[config.mk]
export PLATFORM = sky130hd
export DESIGN_NAME = hat_hot_cell
export DESIGN_NICKNAME = d
export VERILOG_FILES = /design/src/rtl/hat_pkg.sv /design/src/rtl/hat_hot_cell.sv
export SDC_FILE = /design/constraint.sdc
export NUM_CORES = 1
export LEC_CHECK = 0
export ABC_AREA = 1
export BUFFER_PORTS_ARGS = -buffer_cell sky130_fd_sc_hd__buf_2
export CAP_MARGIN = 10
export CELL_PAD_IN_SITES_DETAIL_PLACEMENT = 0
export CELL_PAD_IN_SITES_GLOBAL_PLACEMENT = 1
export CORE_MARGIN = 2
export CORE_UTILIZATION = 36
export DETAILED_ROUTE_END_ITERATION = 6
export PLACE_DENSITY = 0.9
export SLEW_MARGIN = 20
export SYNTH_ARGS = -nofsm -noshare
export SYNTH_HDL_FRONTEND = slang
export SYNTH_SLANG_ARGS = --single-unit
[constraint.sdc]
create_clock -name clock -period 6 [get_ports clock]
set_input_delay 0.6 -clock clock [delete_from_list [all_inputs] [get_ports clock]]
set_output_delay 0.6 -clock clock [all_outputs]
set_load 0.05 [all_outputs]
[src/rtl/hat_pkg.sv]
// Package: shared types and codes for the heap allocation tracker.
package hat_pkg;

   // Index and count widths cover the largest supported table (1024 records).
   localparam int IDX_W = 10;
   localparam int CNT_W = 11;

   typedef logic [IDX_W-1:0] idx_type;
   typedef logic [CNT_W-1:0] cnt_type;

   typedef enum logic [1:0] {
      OP_ALLOC   = 2'd0,
      OP_REALLOC = 2'd1,
      OP_FREE    = 2'd2,
      OP_NONE    = 2'd3
   } op_type;

   typedef enum logic [3:0] {
      STAT_TRACKED    = 4'd0,
      STAT_FULL       = 4'd1,
      STAT_ALLOC_NULL = 4'd2,
      STAT_RE_UPDATED = 4'd3,
      STAT_RE_FAILED  = 4'd4,
      STAT_RE_NEW     = 4'd5,
      STAT_FREED      = 4'd6,
      STAT_DOUBLE     = 4'd7,
      STAT_UNTRACKED  = 4'd8
   } status_type;

   typedef enum logic [1:0] {
      FSM_IDLE   = 2'd0,
      FSM_SEARCH = 2'd1,
      FSM_APPLY  = 2'd2
   } fsm_type;

   typedef enum logic [1:0] {
      WR_FILL = 2'd0,
      WR_MOVE = 2'd1,
      WR_FREE = 2'd2
   } wr_kind_type;

   typedef struct packed {
      logic [31:0] addr;
      cnt_type     slots_used;
   } rec_key_type;

   typedef struct packed {
      logic        live_hit;
      idx_type     live_idx;
      logic [23:0] live_size;
      logic        free_hit;
      idx_type     free_idx;
      logic        dbl_hit;
      idx_type     dbl_idx;
      logic [23:0] dbl_size;
      logic [31:0] dbl_caller;
   } rec_token_type;

   typedef struct packed {
      logic        en;
      wr_kind_type kind;
      idx_type     idx;
      logic [31:0] old_addr;
      logic [31:0] new_addr;
      logic [23:0] size;
      logic [31:0] caller;
   } rec_wr_type;

   typedef struct packed {
      logic [31:0] caller;
      cnt_type     used;
   } hot_key_type;

   typedef struct packed {
      logic        hit;
      idx_type     idx;
      logic [31:0] count;
   } hot_token_type;

   typedef struct packed {
      logic        en;
      logic        fresh;
      idx_type     idx;
      logic [31:0] caller;
   } hot_wr_type;

endpackage

[src/rtl/hat_hot_cell.sv]
// One hotspot cell: caller and its allocation count, folded into the hotspot token.
module hat_hot_cell
   import hat_pkg::*;
#(
   parameter int unsigned INDEX = 0
) (
   input  logic          clock,
   input  logic          reset,
   input  hot_key_type   key,
   input  hot_wr_type    wr,
   input  hot_token_type tok_in,
   output hot_token_type tok_out
);

   logic [31:0]   caller_ff;
   logic [31:0]   count_ff;
   hot_token_type tok_ff, tok_in_next;
   logic          match, sel;

   assign sel   = wr.en && (wr.idx == idx_type'(INDEX));
   assign match = (cnt_type'(INDEX) < key.used) && (caller_ff == key.caller);

   always_comb begin
      tok_in_next = tok_in;
      if (!tok_in.hit && match) begin
         tok_in_next.hit   = 1'b1;
         tok_in_next.idx   = idx_type'(INDEX);
         tok_in_next.count = count_ff;
      end
   end

   always_ff @(posedge clock) begin
      if (reset) begin
         tok_ff <= '0;
      end else begin
         tok_ff <= tok_in_next;
      end
   end

   always_ff @(posedge clock) begin
      if (sel) begin
         if (wr.fresh) begin
            caller_ff <= wr.caller;
            count_ff  <= 32'd1;
         end else begin
            count_ff <= count_ff + 32'd1;
         end
      end
   end

   assign tok_out = tok_ff;

endmodule

; Yosys cells after proc, flatten, opt, wreduce, memory -nomap -nowiden
; Index checks and enable logic that the tools add are counted.
; W data, S select, Z words.
[word_totals]
register_bits = 107
in_bits = 132
out_inout_bits = 43
elab_cells = 16
[op_classes]
n_addsub = 1
magnitude_cmp = 1
eq_ne = 1
n_mux = 1
n_reduce_logical = 7
[op_table]
columns = operator, count
row1 = $mux W43, 1
row2 = $add A32 B1 Y32 const B, 1
row3 = $eq A32 B32 Y1, 1
row4 = $lt A1 B11 Y1 const A, 1
row5 = $logic_not A10 Y1, 1
row6 = $logic_and A1 B1 Y1, 3
row7 = $reduce_and A2 Y1, 1
row8 = $reduce_or A2 Y1, 1
row9 = $logic_not A1 Y1, 1

; Depth between registers and ports, before layout
[depth]
depth_word = 4
depth_mapped = 13
ltp_nobuf = 12

; Worst setup path after synthesis
; No wires, ideal clock.
[synth_path]
kind = input -> register
startpoint = input port wr[37] (netlist name)
endpoint = register caller_ff[0], enable pin
setup_time_ns = 0.501
t_arrival_ns = 4.270
setup_slack_ns = 1.229
stages = 2
n_path_buf = 0
cell_sequence = or4_1 -> nor4_1
[synth_via]
elab_chain_cells = 3
[synth_lines]
columns = item, line_no
row1 = start: declaration, hat_hot_cell.sv:10  ; input hot_wr_type wr,
row2 = $logic_not A10 Y1, hat_hot_cell.sv:20  ; assign sel = wr.en && (wr.idx == idx_type'(INDEX));
row3 = $logic_and A1 B1 Y1, hat_hot_cell.sv:20
row4 = $reduce_and A2 Y1 (no source line), -
row5 = end signal: assignment, hat_hot_cell.sv:43  ; caller_ff <= wr.caller;
row6 = end: declaration, hat_hot_cell.sv:15  ; logic [31:0] caller_ff;
; No other way between the ends.
; A chain may end at the register's enable or synchronous reset.

; Final worst setup path
[layout_path]
startpoint = register caller_ff[19]
endpoint = register tok_ff, in the netlist tok_out[37]
[layout_via]
elab_chain_cells = 4
[layout_lines]
columns = item, line_no
row1 = $eq A32 B32 Y1, hat_hot_cell.sv:21  ; assign match = (cnt_type'(INDEX) < key.used) && (caller_ff == key.caller);
row2 = $logic_and A1 B1 Y1, hat_hot_cell.sv:21
row3 = $logic_and A1 B1 Y1, hat_hot_cell.sv:25  ; if (!tok_in.hit && match) begin
row4 = $reduce_or A2 Y1 (no source line), -
row5 = end signal: assignment, hat_hot_cell.sv:36  ; tok_ff <= tok_in_next;
row6 = end: declaration, hat_hot_cell.sv:17  ; hot_token_type tok_ff, tok_in_next;
; No other way between the ends.

==> metrics.md <==
| Metric | Value |
|---|---|
| Number of synthesized flops with an enable pin | `between 60 and 70` |
| H-tree depth | `3` |
| Final Max Slew Viols | `0` |
| Worst-Margin Slew | `about 0.93 ns` |
| P per Cell Area | `around 230 nW/um2` |
| Final min period | `about 3.0 ns` |
| CTS tree | `done` |
| Initial DRT Pass Iterations | `5` |
| Clock-pin slew on the worst setup and hold paths | `~0.070 ns` |
| Status | `finished clean` |
| Skew-Pair Late Insertion Delay | `about 0.36 ns` |
| Most frequent cells in the layout | `nand2_1, buf_2, inv_1` |
| Post-synthesis register bit count | `~110` |
| Setup crit end kind | `flop` |
| Hold depth | `2` |
| Highest Clock Rate | `335.5 MHz` |
| Asr flop ratio synth | `0` |
| Initial Utilization | `0.3653` |
| Critical Path AT | `3.21 ns` |
| Die area | `16320 um2` |
| Post-Syn Instances | `725` |
| Io pins | `175` |
| Die Y-Extent | `127.7 um` |
| Final Net Count | `1028` |
| Syn nets | `roughly 860` |
| Layout cells sized above 1 | `0.2367` |
| Synth Flop Type | `edfxtp_1` |
| Area delta synth->final | `25.04%` |
| Synthesized area per cell | `between 7 and 8 um2` |
| Remaining global-route overflow | `0` |
| Antenna-violating nets left | `0` |
| Setup TNS | `0 ns` |
| Maxcap violations | `0` |
| Peak VDD IR | `about 0.14 mV` |
| CP Launch Type | `flop` |
| DR DRC count | `0` |
| GPL Wtd Cong | `around 0.84` |
| Min-delay src | `reset` |
| Violation count after the first detailed-route iteration | `about 240` |
| Seq/Total Area, Yosys | `0.5049` |
| Static leakage | `3.647 nW` |
| Top post-synthesis cells by area | `edfxtp_1, dfxtp_1, nand2_1` |
| Synthesized area | `about 5500 um2` |
| Core box area | `approximately 15000 um2` |
| Critical path origin | `caller_ff[19]` |
| Critical path fanouts, max | `34` |
| FF-to-FF path depth | `7` |
| Placed Area | `6574 um2` |
| Post-CTS Setup Bufs | `0` |
| Cell taking the most area after synthesis | `edfxtp_1` |
| Kind of critical path | `reg2reg` |
| Endpoints failing hold | `0` |
| Worst Hold End | `tok_out[42]` |
| Post-placement cell count | `between 1000 and 1500` |
| Number of buffers created by CTS | `9` |
| Most common cell after layout, fill and taps aside | `nand2_1` |
| Initial antenna violation count | `0` |
| Via count | `slightly below 5000` |
| Ys Warns | `0` |
| Netlist cell types | `33` |
| Final Non-Filler Cells | `around 1100` |
| Vias in the first global route | `4603` |
| Post-DP HPWL | `~10 mm` |
| Reg-to-Reg Start | `caller_ff[19]` |
| Rel. slew slack | `0.3765` |
| Clock sink count | `between 100 and 150` |
| Hold WC Path Type | `in2reg` |
| # fillers | `about 1600` |
| Pin count of the biggest net entering global routing | `35` |
| Critical path data required time | `6.23 ns` |
| Unrepaired setup endpoints after global routing | `no` |
| Design area | `6892 um2` |
| Share of the synthesized area in the top cell type | `0.3487` |
| CTS resizes | `0` |
| Reg2Reg Capture Point | `tok_out[37]` |
| Antenna diodes | `0` |
| GRT Util Overall | `0.1644` |
| Routed wire per std cell | `~12 um` |
| First-pass GRT wire length | `21.22 mm` |
| Clock Skew | `about 0.0067 ns` |
| DRT Wirelength | `13.40 mm` |
| Clock Tree Buf Depth | `2` |
| Endpoints failing setup | `0` |
| CTS Root Cell | `clkbuf_16` |
| Final period utilization | `0.4968` |
| Setup slack, reg-to-reg | `slightly above 3 ns` |
| DIE WIDTH | `roughly 130 um` |
| I/O Buffers | `between 150 and 200` |
| Row count | `45` |
| DR vias/cell | `roughly 4.5` |
| Cts hold-fix bufs | `0` |
==> synth_stat cells, drive strengths merged (2+ instances only) <==
master	instances
a21oi	17
nor3	20
inv	171
o21ai	11
clkinv	2
nand3	20
or4	2
edfxtp	64
nor3b	3
dfxtp	43
nand2	187
nor2	100
xor2	11
nor4	5
clkbuf	7
nand4	42
buf	11
xnor2	5
==> critical path, stage by stage (launching register included) <==
cell and delay, ns:
edfxtp_1 0.41, xor2_1 0.16, nor2_1 0.11, nand2_1 0.09, nor2_4 0.59, nand4_2 0.81
nand2_1 0.60, nor2_1 0.08
==> layer usage <==
metal  wire length (um)  track usage  vias to the layer above
li1                   -            -                     2576
met1               5932       0.1962                     2143
met2               6460       0.2891                      121
met3                741      0.03464                       19
met4                261      0.06593                        0
met5                  0            0                        -
==> area by class of cell <==
cell class,count,area [um2],share of cell area
tap,188,235.2,0.03413
clock inverter,6,88.84,0.01289
multi-input combinational,427,2013,0.2921
timing repair buffer,177,893.4,0.1296
clock buffer,10,229.0,0.03322
sequential,107,2783,0.4038
inverter,173,649.4,0.09423
==> report_power, final <==
part	internal [mW]	switching, mW	total (mW)
logic	0.0625	0.114	0.176
clock network	0.367	0.277	0.644
registers	0.790	0.00374	0.794
==> kinds of logic after synthesis <==
logic type               share of synthesized area
AO/OA/AOI/OAI                              0.02701
buffers and inverters                       0.1319
XOR/XNOR                                   0.02542
flip-flops                                  0.5049
adder cells (fa/ha/maj)                   0.002270
AND/OR/NAND/NOR                             0.3085
==> stage by stage <==
step           power (mW)  worst slack [ns]  hold slack (ns)    util
4_1_cts             1.632             2.936           0.4016  0.4567
6_report            1.614             3.019           0.4146  0.4567
3_5_place_dp       0.9884             2.640           0.6161  0.4357
5_1_grt             1.675             2.638           0.4053  0.4567
2_1_floorplan      0.9184             1.229           0.5751       -
3_3_place_gp       0.9856             2.701           0.6021  0.4357
==> registers in the layout, summed over array words and instances, names as in the netlist <==
name / count
caller_ff: 32
count_ff: 32
tok_out: 43
==> worst max-delay path by stage <==
stage | cells after the start | slack (ns) | endpoint
global placement | 8 | 2.70 | tok_out[36]
floorplan | 2 | 1.23 | caller_ff[0]
CTS | 7 | 2.94 | tok_out[37]
global route | 7 | 2.64 | tok_out[37]
detailed placement | 8 | 2.64 | tok_out[37]
finish | 7 | 3.02 | tok_out[37]
Power figures use the tool's default switching activity.
