File: src/rtl/hat_pkg.sv
// Package: shared types and codes for the heap allocation tracker.
package hat_pkg;

   // Index and count widths cover the largest supported table (1024 records).
   localparam int IDX_W = 10;
   localparam int CNT_W = 11;

   typedef logic [IDX_W-1:0] idx_type;
   typedef logic [CNT_W-1:0] cnt_type;

   typedef enum logic [1:0] {
      OP_ALLOC   = 2'd0,
      OP_REALLOC = 2'd1,
      OP_FREE    = 2'd2,
      OP_NONE    = 2'd3
   } op_type;

   typedef enum logic [3:0] {
      STAT_TRACKED    = 4'd0,
      STAT_FULL       = 4'd1,
      STAT_ALLOC_NULL = 4'd2,
      STAT_RE_UPDATED = 4'd3,
      STAT_RE_FAILED  = 4'd4,
      STAT_RE_NEW     = 4'd5,
      STAT_FREED      = 4'd6,
      STAT_DOUBLE     = 4'd7,
      STAT_UNTRACKED  = 4'd8
   } status_type;

   typedef enum logic [1:0] {
      FSM_IDLE   = 2'd0,
      FSM_SEARCH = 2'd1,
      FSM_APPLY  = 2'd2
   } fsm_type;

   typedef enum logic [1:0] {
      WR_FILL = 2'd0,
      WR_MOVE = 2'd1,
      WR_FREE = 2'd2
   } wr_kind_type;

   typedef struct packed {
      logic [31:0] addr;
      cnt_type     slots_used;
   } rec_key_type;

   typedef struct packed {
      logic        live_hit;
      idx_type     live_idx;
      logic [23:0] live_size;
      logic        free_hit;
      idx_type     free_idx;
      logic        dbl_hit;
      idx_type     dbl_idx;
      logic [23:0] dbl_size;
      logic [31:0] dbl_caller;
   } rec_token_type;

   typedef struct packed {
      logic        en;
      wr_kind_type kind;
      idx_type     idx;
      logic [31:0] old_addr;
      logic [31:0] new_addr;
      logic [23:0] size;
      logic [31:0] caller;
   } rec_wr_type;

   typedef struct packed {
      logic [31:0] caller;
      cnt_type     used;
   } hot_key_type;

   typedef struct packed {
      logic        hit;
      idx_type     idx;
      logic [31:0] count;
   } hot_token_type;

   typedef struct packed {
      logic        en;
      logic        fresh;
      idx_type     idx;
      logic [31:0] caller;
   } hot_wr_type;

endpackage

File: src/rtl/hat_rec_cell.sv
// One allocation record cell: holds a record, folds its match into the search token.
module hat_rec_cell
   import hat_pkg::*;
#(
   parameter int unsigned INDEX = 0
) (
   input  logic          clock,
   input  logic          reset,
   input  rec_key_type   key,
   input  rec_wr_type    wr,
   input  rec_token_type tok_in,
   output rec_token_type tok_out
);

   logic [31:0]   live_addr_ff;
   logic [31:0]   freed_addr_ff;
   logic [23:0]   size_ff;
   logic          is_freed_ff;
   logic [31:0]   caller_ff;
   rec_token_type tok_ff, tok_in_next;
   logic          live_m, free_m, dbl_m, sel;

   assign sel    = wr.en && (wr.idx == idx_type'(INDEX));
   assign live_m = (key.addr != 32'd0) && (live_addr_ff == key.addr) && !is_freed_ff;
   assign free_m = is_freed_ff && (live_addr_ff == 32'd0)
                   && (cnt_type'(INDEX) < key.slots_used);
   assign dbl_m  = is_freed_ff && (key.addr != 32'd0) && (freed_addr_ff == key.addr);

   // first hit along the row wins
   always_comb begin
      tok_in_next = tok_in;
      if (!tok_in.live_hit && live_m) begin
         tok_in_next.live_hit  = 1'b1;
         tok_in_next.live_idx  = idx_type'(INDEX);
         tok_in_next.live_size = size_ff;
      end
      if (!tok_in.free_hit && free_m) begin
         tok_in_next.free_hit = 1'b1;
         tok_in_next.free_idx = idx_type'(INDEX);
      end
      if (!tok_in.dbl_hit && dbl_m) begin
         tok_in_next.dbl_hit    = 1'b1;
         tok_in_next.dbl_idx    = idx_type'(INDEX);
         tok_in_next.dbl_size   = size_ff;
         tok_in_next.dbl_caller = caller_ff;
      end
   end

   always_ff @(posedge clock) begin
      if (reset) begin
         tok_ff <= '0;
      end else begin
         tok_ff <= tok_in_next;
      end
   end

   always_ff @(posedge clock) begin
      if (reset) begin
         live_addr_ff <= '0;
         is_freed_ff  <= 1'b0;
      end else if (sel) begin
         unique case (wr.kind)
            WR_FILL: begin
               live_addr_ff <= wr.new_addr;
               is_freed_ff  <= 1'b0;
            end
            WR_MOVE: begin
               live_addr_ff <= wr.new_addr;
               is_freed_ff  <= 1'b0;
            end
            WR_FREE: begin
               live_addr_ff <= 32'd0;
               is_freed_ff  <= 1'b1;
            end
            default: ;
         endcase
      end
   end

   always_ff @(posedge clock) begin
      if (sel) begin
         unique case (wr.kind)
            WR_FILL: begin
               freed_addr_ff <= 32'd0;
               size_ff       <= wr.size;
               caller_ff     <= wr.caller;
            end
            WR_MOVE: begin
               freed_addr_ff <= 32'd0;
               size_ff       <= wr.size;
            end
            WR_FREE: freed_addr_ff <= wr.old_addr;
            default: ;
         endcase
      end
   end

   assign tok_out = tok_ff;

endmodule

File: config.mk
export PLATFORM = sky130hd
export DESIGN_NAME = hat_rec_cell
export DESIGN_NICKNAME = d
export VERILOG_FILES = /design/src/rtl/hat_pkg.sv /design/src/rtl/hat_rec_cell.sv
export SDC_FILE = /design/constraint.sdc
export NUM_CORES = 1
export LEC_CHECK = 0
export BUFFER_PORTS_ARGS = -buffer_cell sky130_fd_sc_hd__buf_2
export CAP_MARGIN = 20
export CORE_AREA = 2 2 155 157
export DETAILED_ROUTE_END_ITERATION = 6
export DIE_AREA = 0 0 157 159
export PLACE_DENSITY_LB_ADDON = 0.08
export SETUP_SLACK_MARGIN = 0.3
export SYNTH_ARGS = -nofsm -noshare
export SYNTH_HDL_FRONTEND = slang
export SYNTH_SLANG_ARGS = --single-unit
File: constraint.sdc
create_clock -name clock -period 6.8 [get_ports clock]
set_input_delay 0 -clock clock [delete_from_list [all_inputs] [get_ports clock]]
set_output_delay 0 -clock clock [all_outputs]
set_load 0.005 [all_outputs]
* Word level (Yosys, flattened, before mapping) *
Cells that the tools add are included.

cells by class
  $add $sub $neg = 0
  $mul = 0
  divide/modulo/power cells = 0
  $lt $le $gt $ge = 1
  equal/unequal tests = 4
  shifts and indexed selects = 0
  muxes and demuxes = 6
  bitwise logic cells = 0
  reduce and logical (&&, ||, !) cells = 26

operator list
  cell                                                                   count
  32-bit one-hot mux with 2 select lines                                 2
  67-bit two-way mux                                                     1
  32-bit equality test                                                   2
  35-bit two-way mux                                                     1
  32-bit logical NOT                                                     1
  32-bit nonzero test                                                    1
  1-bit by 11-bit < comparator with 1-bit output, first input constant   1
  11-bit two-way mux                                                     1
  1-bit logical AND                                                      10
  10-bit logical NOT                                                     1
  2-bit OR reduction                                                     4
  2-bit AND reduction                                                    3
  1-bit logical NOT                                                      4
  2-bit by 1-bit equality test with 1-bit output, second input constant  1
  2-bit equality test, second input constant                             1
  2-bit logical NOT                                                      1
  1-bit one-hot mux with 2 select lines                                  1
  2-bit nonzero test                                                     1

word-level totals
  bits in registers = 234
  latch bits = 0
  RAM bits = 0
  ROM bits = 0
  bits of input ports = 291
  logic and storage cells = 51
  memories kept = 0

* Logic depth before layout (Yosys ltp) *
  word-level depth = 5
  mapped depth = 7
  mapped depth without buffers = 5

* Worst setup path after synthesis *
OpenSTA, ideal clock, no wires.

  path kind = input to register
  start point = input port wr[122] in the netlist's numbering
  end point = register caller_ff[0], enable pin
  setup time = 0.425 ns
  arrival time = 2.462 ns
  data required time = 6.375 ns
  setup slack = 3.912 ns
  cell stages on the path = 3
  path buffers = 0
  cells stage by stage = or4b_1 -> nor4_1 -> nor2b_1

on the way
  cells in the longest elaborated chain, start to end = 3

RTL lines
  what                                  RTL line            RTL
  from (decl)                           hat_rec_cell.sv:10  input rec_wr_type wr,
  10-bit logical NOT                    hat_rec_cell.sv:23  assign sel = wr.en && (wr.idx == idx_type'(INDEX));
  1-bit logical AND                     hat_rec_cell.sv:23
  2-bit AND reduction (no source line)  n/a
  to (signal assigned)                  hat_rec_cell.sv:86  caller_ff <= wr.caller;
  to (decl)                             hat_rec_cell.sv:19  logic [31:0] caller_ff;

No other way between the ends.
A chain may end at the register's enable or synchronous reset.

* Worst setup path in the final report *
  start point = register freed_addr_ff[30]
  end point = register tok_ff (netlist bit tok_out[60])

on the way
  cells in the longest elaborated chain, start to end = 4

RTL lines
  what                                 RTL line            RTL
  from (decl)                          hat_rec_cell.sv:16  logic [31:0] freed_addr_ff;
  from (signal assigned)               hat_rec_cell.sv:92  WR_FREE: freed_addr_ff <= wr.old_addr;
  32-bit equality test                 hat_rec_cell.sv:27  assign dbl_m = is_freed_ff && (key.addr != 32'd0) && (freed_addr_ff == key.addr);
  1-bit logical AND                    hat_rec_cell.sv:27
  1-bit logical AND                    hat_rec_cell.sv:41  if (!tok_in.dbl_hit && dbl_m) begin
  2-bit OR reduction (no source line)  n/a
  to (signal assigned)                 hat_rec_cell.sv:53  tok_ff <= tok_in_next;
  to (decl)                            hat_rec_cell.sv:20  rec_token_type tok_ff, tok_in_next;

No other way between the ends.

==> run metrics <==
HP Class in2reg; First-pass DRT Iterations 5; path type of the worst setup path reg2reg; Yosys reg bits 234; vias in the first global route 9,740; Die ar. 25,000 um2; global-route wire length before repair 54,000 um; max_slew headroom 0.249; R2R setup slack 3.74 ns; P_leak 6.28 nW; combinational share of power 0.110; Int Pwr 2.48 mW; switch share 0.226; htree depth 1; post-route insts no fill 1,802; total power 3.20 mW; clock tree sinks 234; Mapped Cells 817; worst-margin pin slew 1.13 ns; Worst Hold Launch reset; core area 23,200 um2; dominant cell type by area after synthesis dfxtp_1; CP endpoint kind register; Power Density 212 nW/um2; wirelength, routed 36,200 um; RSZ-0062 raised after global routing no; sequential power share 0.468; Layout area overhead 63.1%; Reg-to-Reg Start freed_addr_ff[30]; # Post-CTS Setup Buffers 0; I/O pin total 404; DP HPWL 21,800 um; total grt overflow 0; most frequent cells after synthesis dfxtp_1, edfxtp_1, nand4_1; via count 9,439; syn_nets 1,108; setup violators final 0; CTS buffer count 26; CTS tree built; largest net degree at the start of global routing 97; synth warn 0; most numerous cell in the Yosys netlist dfxtp_1; Avg WL per Cell 20.1 um; CTS root buffer clkbuf_16; Fmax 326 MHz; antenna-violating nets left 0; insertion delay to the later sink of the worst-skew pair 0.53 ns; clk_skew 0.0128 ns; sequential-to-total area share from yosys stat 0.602; Worst Setup SP freed_addr_ff[30]; Startpoint Class register; initial antenna violation count 1; unique cell type count in the Yosys netlist 36; Max Root-Sink Buffers 3; Filler Cell Count 1,855; Yosys top cell area share 0.316; EDFF count, synth 88; Hold Violations, Final 0; Final min period 3.06 ns; status finished clean; Post-synth ARST share 0; Psw 0.724 mW; placed cell count 1,479; crit path max fanout 57; ys flop type dfxtp_1; Die Height 159 um; Slew Limit Fails 0; top cells by area, synth dfxtp_1, edfxtp_1, o31ai_1, xor2_1, nand4_1; area of the multi-input gates 3390 um2; setup TNS 0 ns; Max-Cap Viols 0; PortBufs 403; synthesized area 9250 um2; CTS clk-pin slew, worst paths 0.06 ns; fraction of layout cells with a size suffix above 1 0.318; Clock Power Share 0.422; Overall Global Routing Usage 0.278; Initial Util 0.399; WP data arrival 3.47 ns; Mean Syn Cell Area 11.3 um2; Seq. cell area 5570 um2; maximum VDD drop 0.200 mV; GP Congestion 0.918; Final Cycle Share 0.451; drt initial violations 538; # rows 56; nets@finish 1,753; DR vias/cell 5.24; CP required 7.21 ns; Die X 157 um; number of remaining DRC errors 0; post-layout util 0.650
## worst max-delay path, stage by stage (launching register included)
cell and delay [ns]:
edfxtp_1 0.37, xor2_1 0.15, nor4_1 0.57, o2111ai_4 0.18
buf_4 0.37, nor3_4 0.55, nor3b_1 0.13, dlygate4sd3_1 0.59
## sequential cells by signal (all words and copies together) (netlist names)
signal and count:
tok_out 113, caller_ff 32, freed_addr_ff 32, live_addr_ff 32, size_ff 24, is_freed_ff 1
## path summary, 6_finish.rpt
check                      end  cells after the start
setup / recovery   tok_out[60]                      7
hold / removal    tok_out[106]                      2
setup reg to reg   tok_out[60]                      7
hold reg to reg    tok_out[12]                      2
## cells by family after synthesis
family / after synthesis / synth area share
AND/OR/NAND/NOR: 244 / 0.162
flip-flops: 234 / 0.602
AO/OA/AOI/OAI: 199 / 0.141
buffers and inverters: 76 / 0.0346
XOR/XNOR: 64 / 0.0606
## power by group through the flow
stage / Combinational [mW] / Sequential, mW / Clock, mW
3_5_place_dp: 0.229 / 1.53 / 0
6_report: 0.352 / 1.50 / 1.35
3_3_place_gp: 0.227 / 1.53 / 0
5_1_grt: 0.378 / 1.50 / 1.44
4_1_cts: 0.345 / 1.50 / 1.38
2_1_floorplan: 0.0663 / 1.53 / 0
## per-layer routing
metal  GRT usage  wire length (um)  vias up
li1            -                 -     4409
met1       0.341             14500     4468
met2       0.478             17700      474
met3      0.0501              2650       88
met4       0.121              1440        0
met5           0                 0        -
## per-stage QoR
step	instance area, um2	worst slack (ns)	hold WS (ns)
after floorplan	9250	3.91	0.0989
after global placement	11500	3.56	0.176
after detailed placement	11500	3.75	0.178
after CTS	15100	3.82	0.00429
after global routing	15100	3.54	0.0472
final	15100	3.74	0.0335
## timing repair
item / CTS / global route
hold buffers: 274 / 0
hold endpoints to repair: 234 / 0
resized for setup: 0 / 0
setup endpoints to repair: 0 / 0
## final cells by class
type | instances | share of cell area
Tap cell | 319 | 0.0265
Sequential cell | 234 | 0.369
Multi-Input combinational cell | 507 | 0.225
Clock inverter | 13 | 0.00456
Timing Repair Buffer | 691 | 0.324
Inverter | 2 | 0.000498
Clock buffer | 35 | 0.0501
Antenna cell | 1 | 0.000166
## layout by cell type, fill, tap and decap left out, drive strengths merged, types with 35 or more instances in the layout
| master | synthesis | routed |
|---|---|---|
| a21oi | 81 | 81 |
| and2 | 42 | 42 |
| buf | 30 | 417 |
| clkbuf | 44 | 35 |
| dfxtp | 146 | 146 |
| dlygate4sd3 | 0 | 274 |
| edfxtp | 88 | 88 |
| nand4 | 85 | 85 |
| nor2 | 40 | 40 |
| o31ai | 80 | 80 |
| xor2 | 63 | 63 |
No activity file was read; power rests on OpenSTA's default activity.
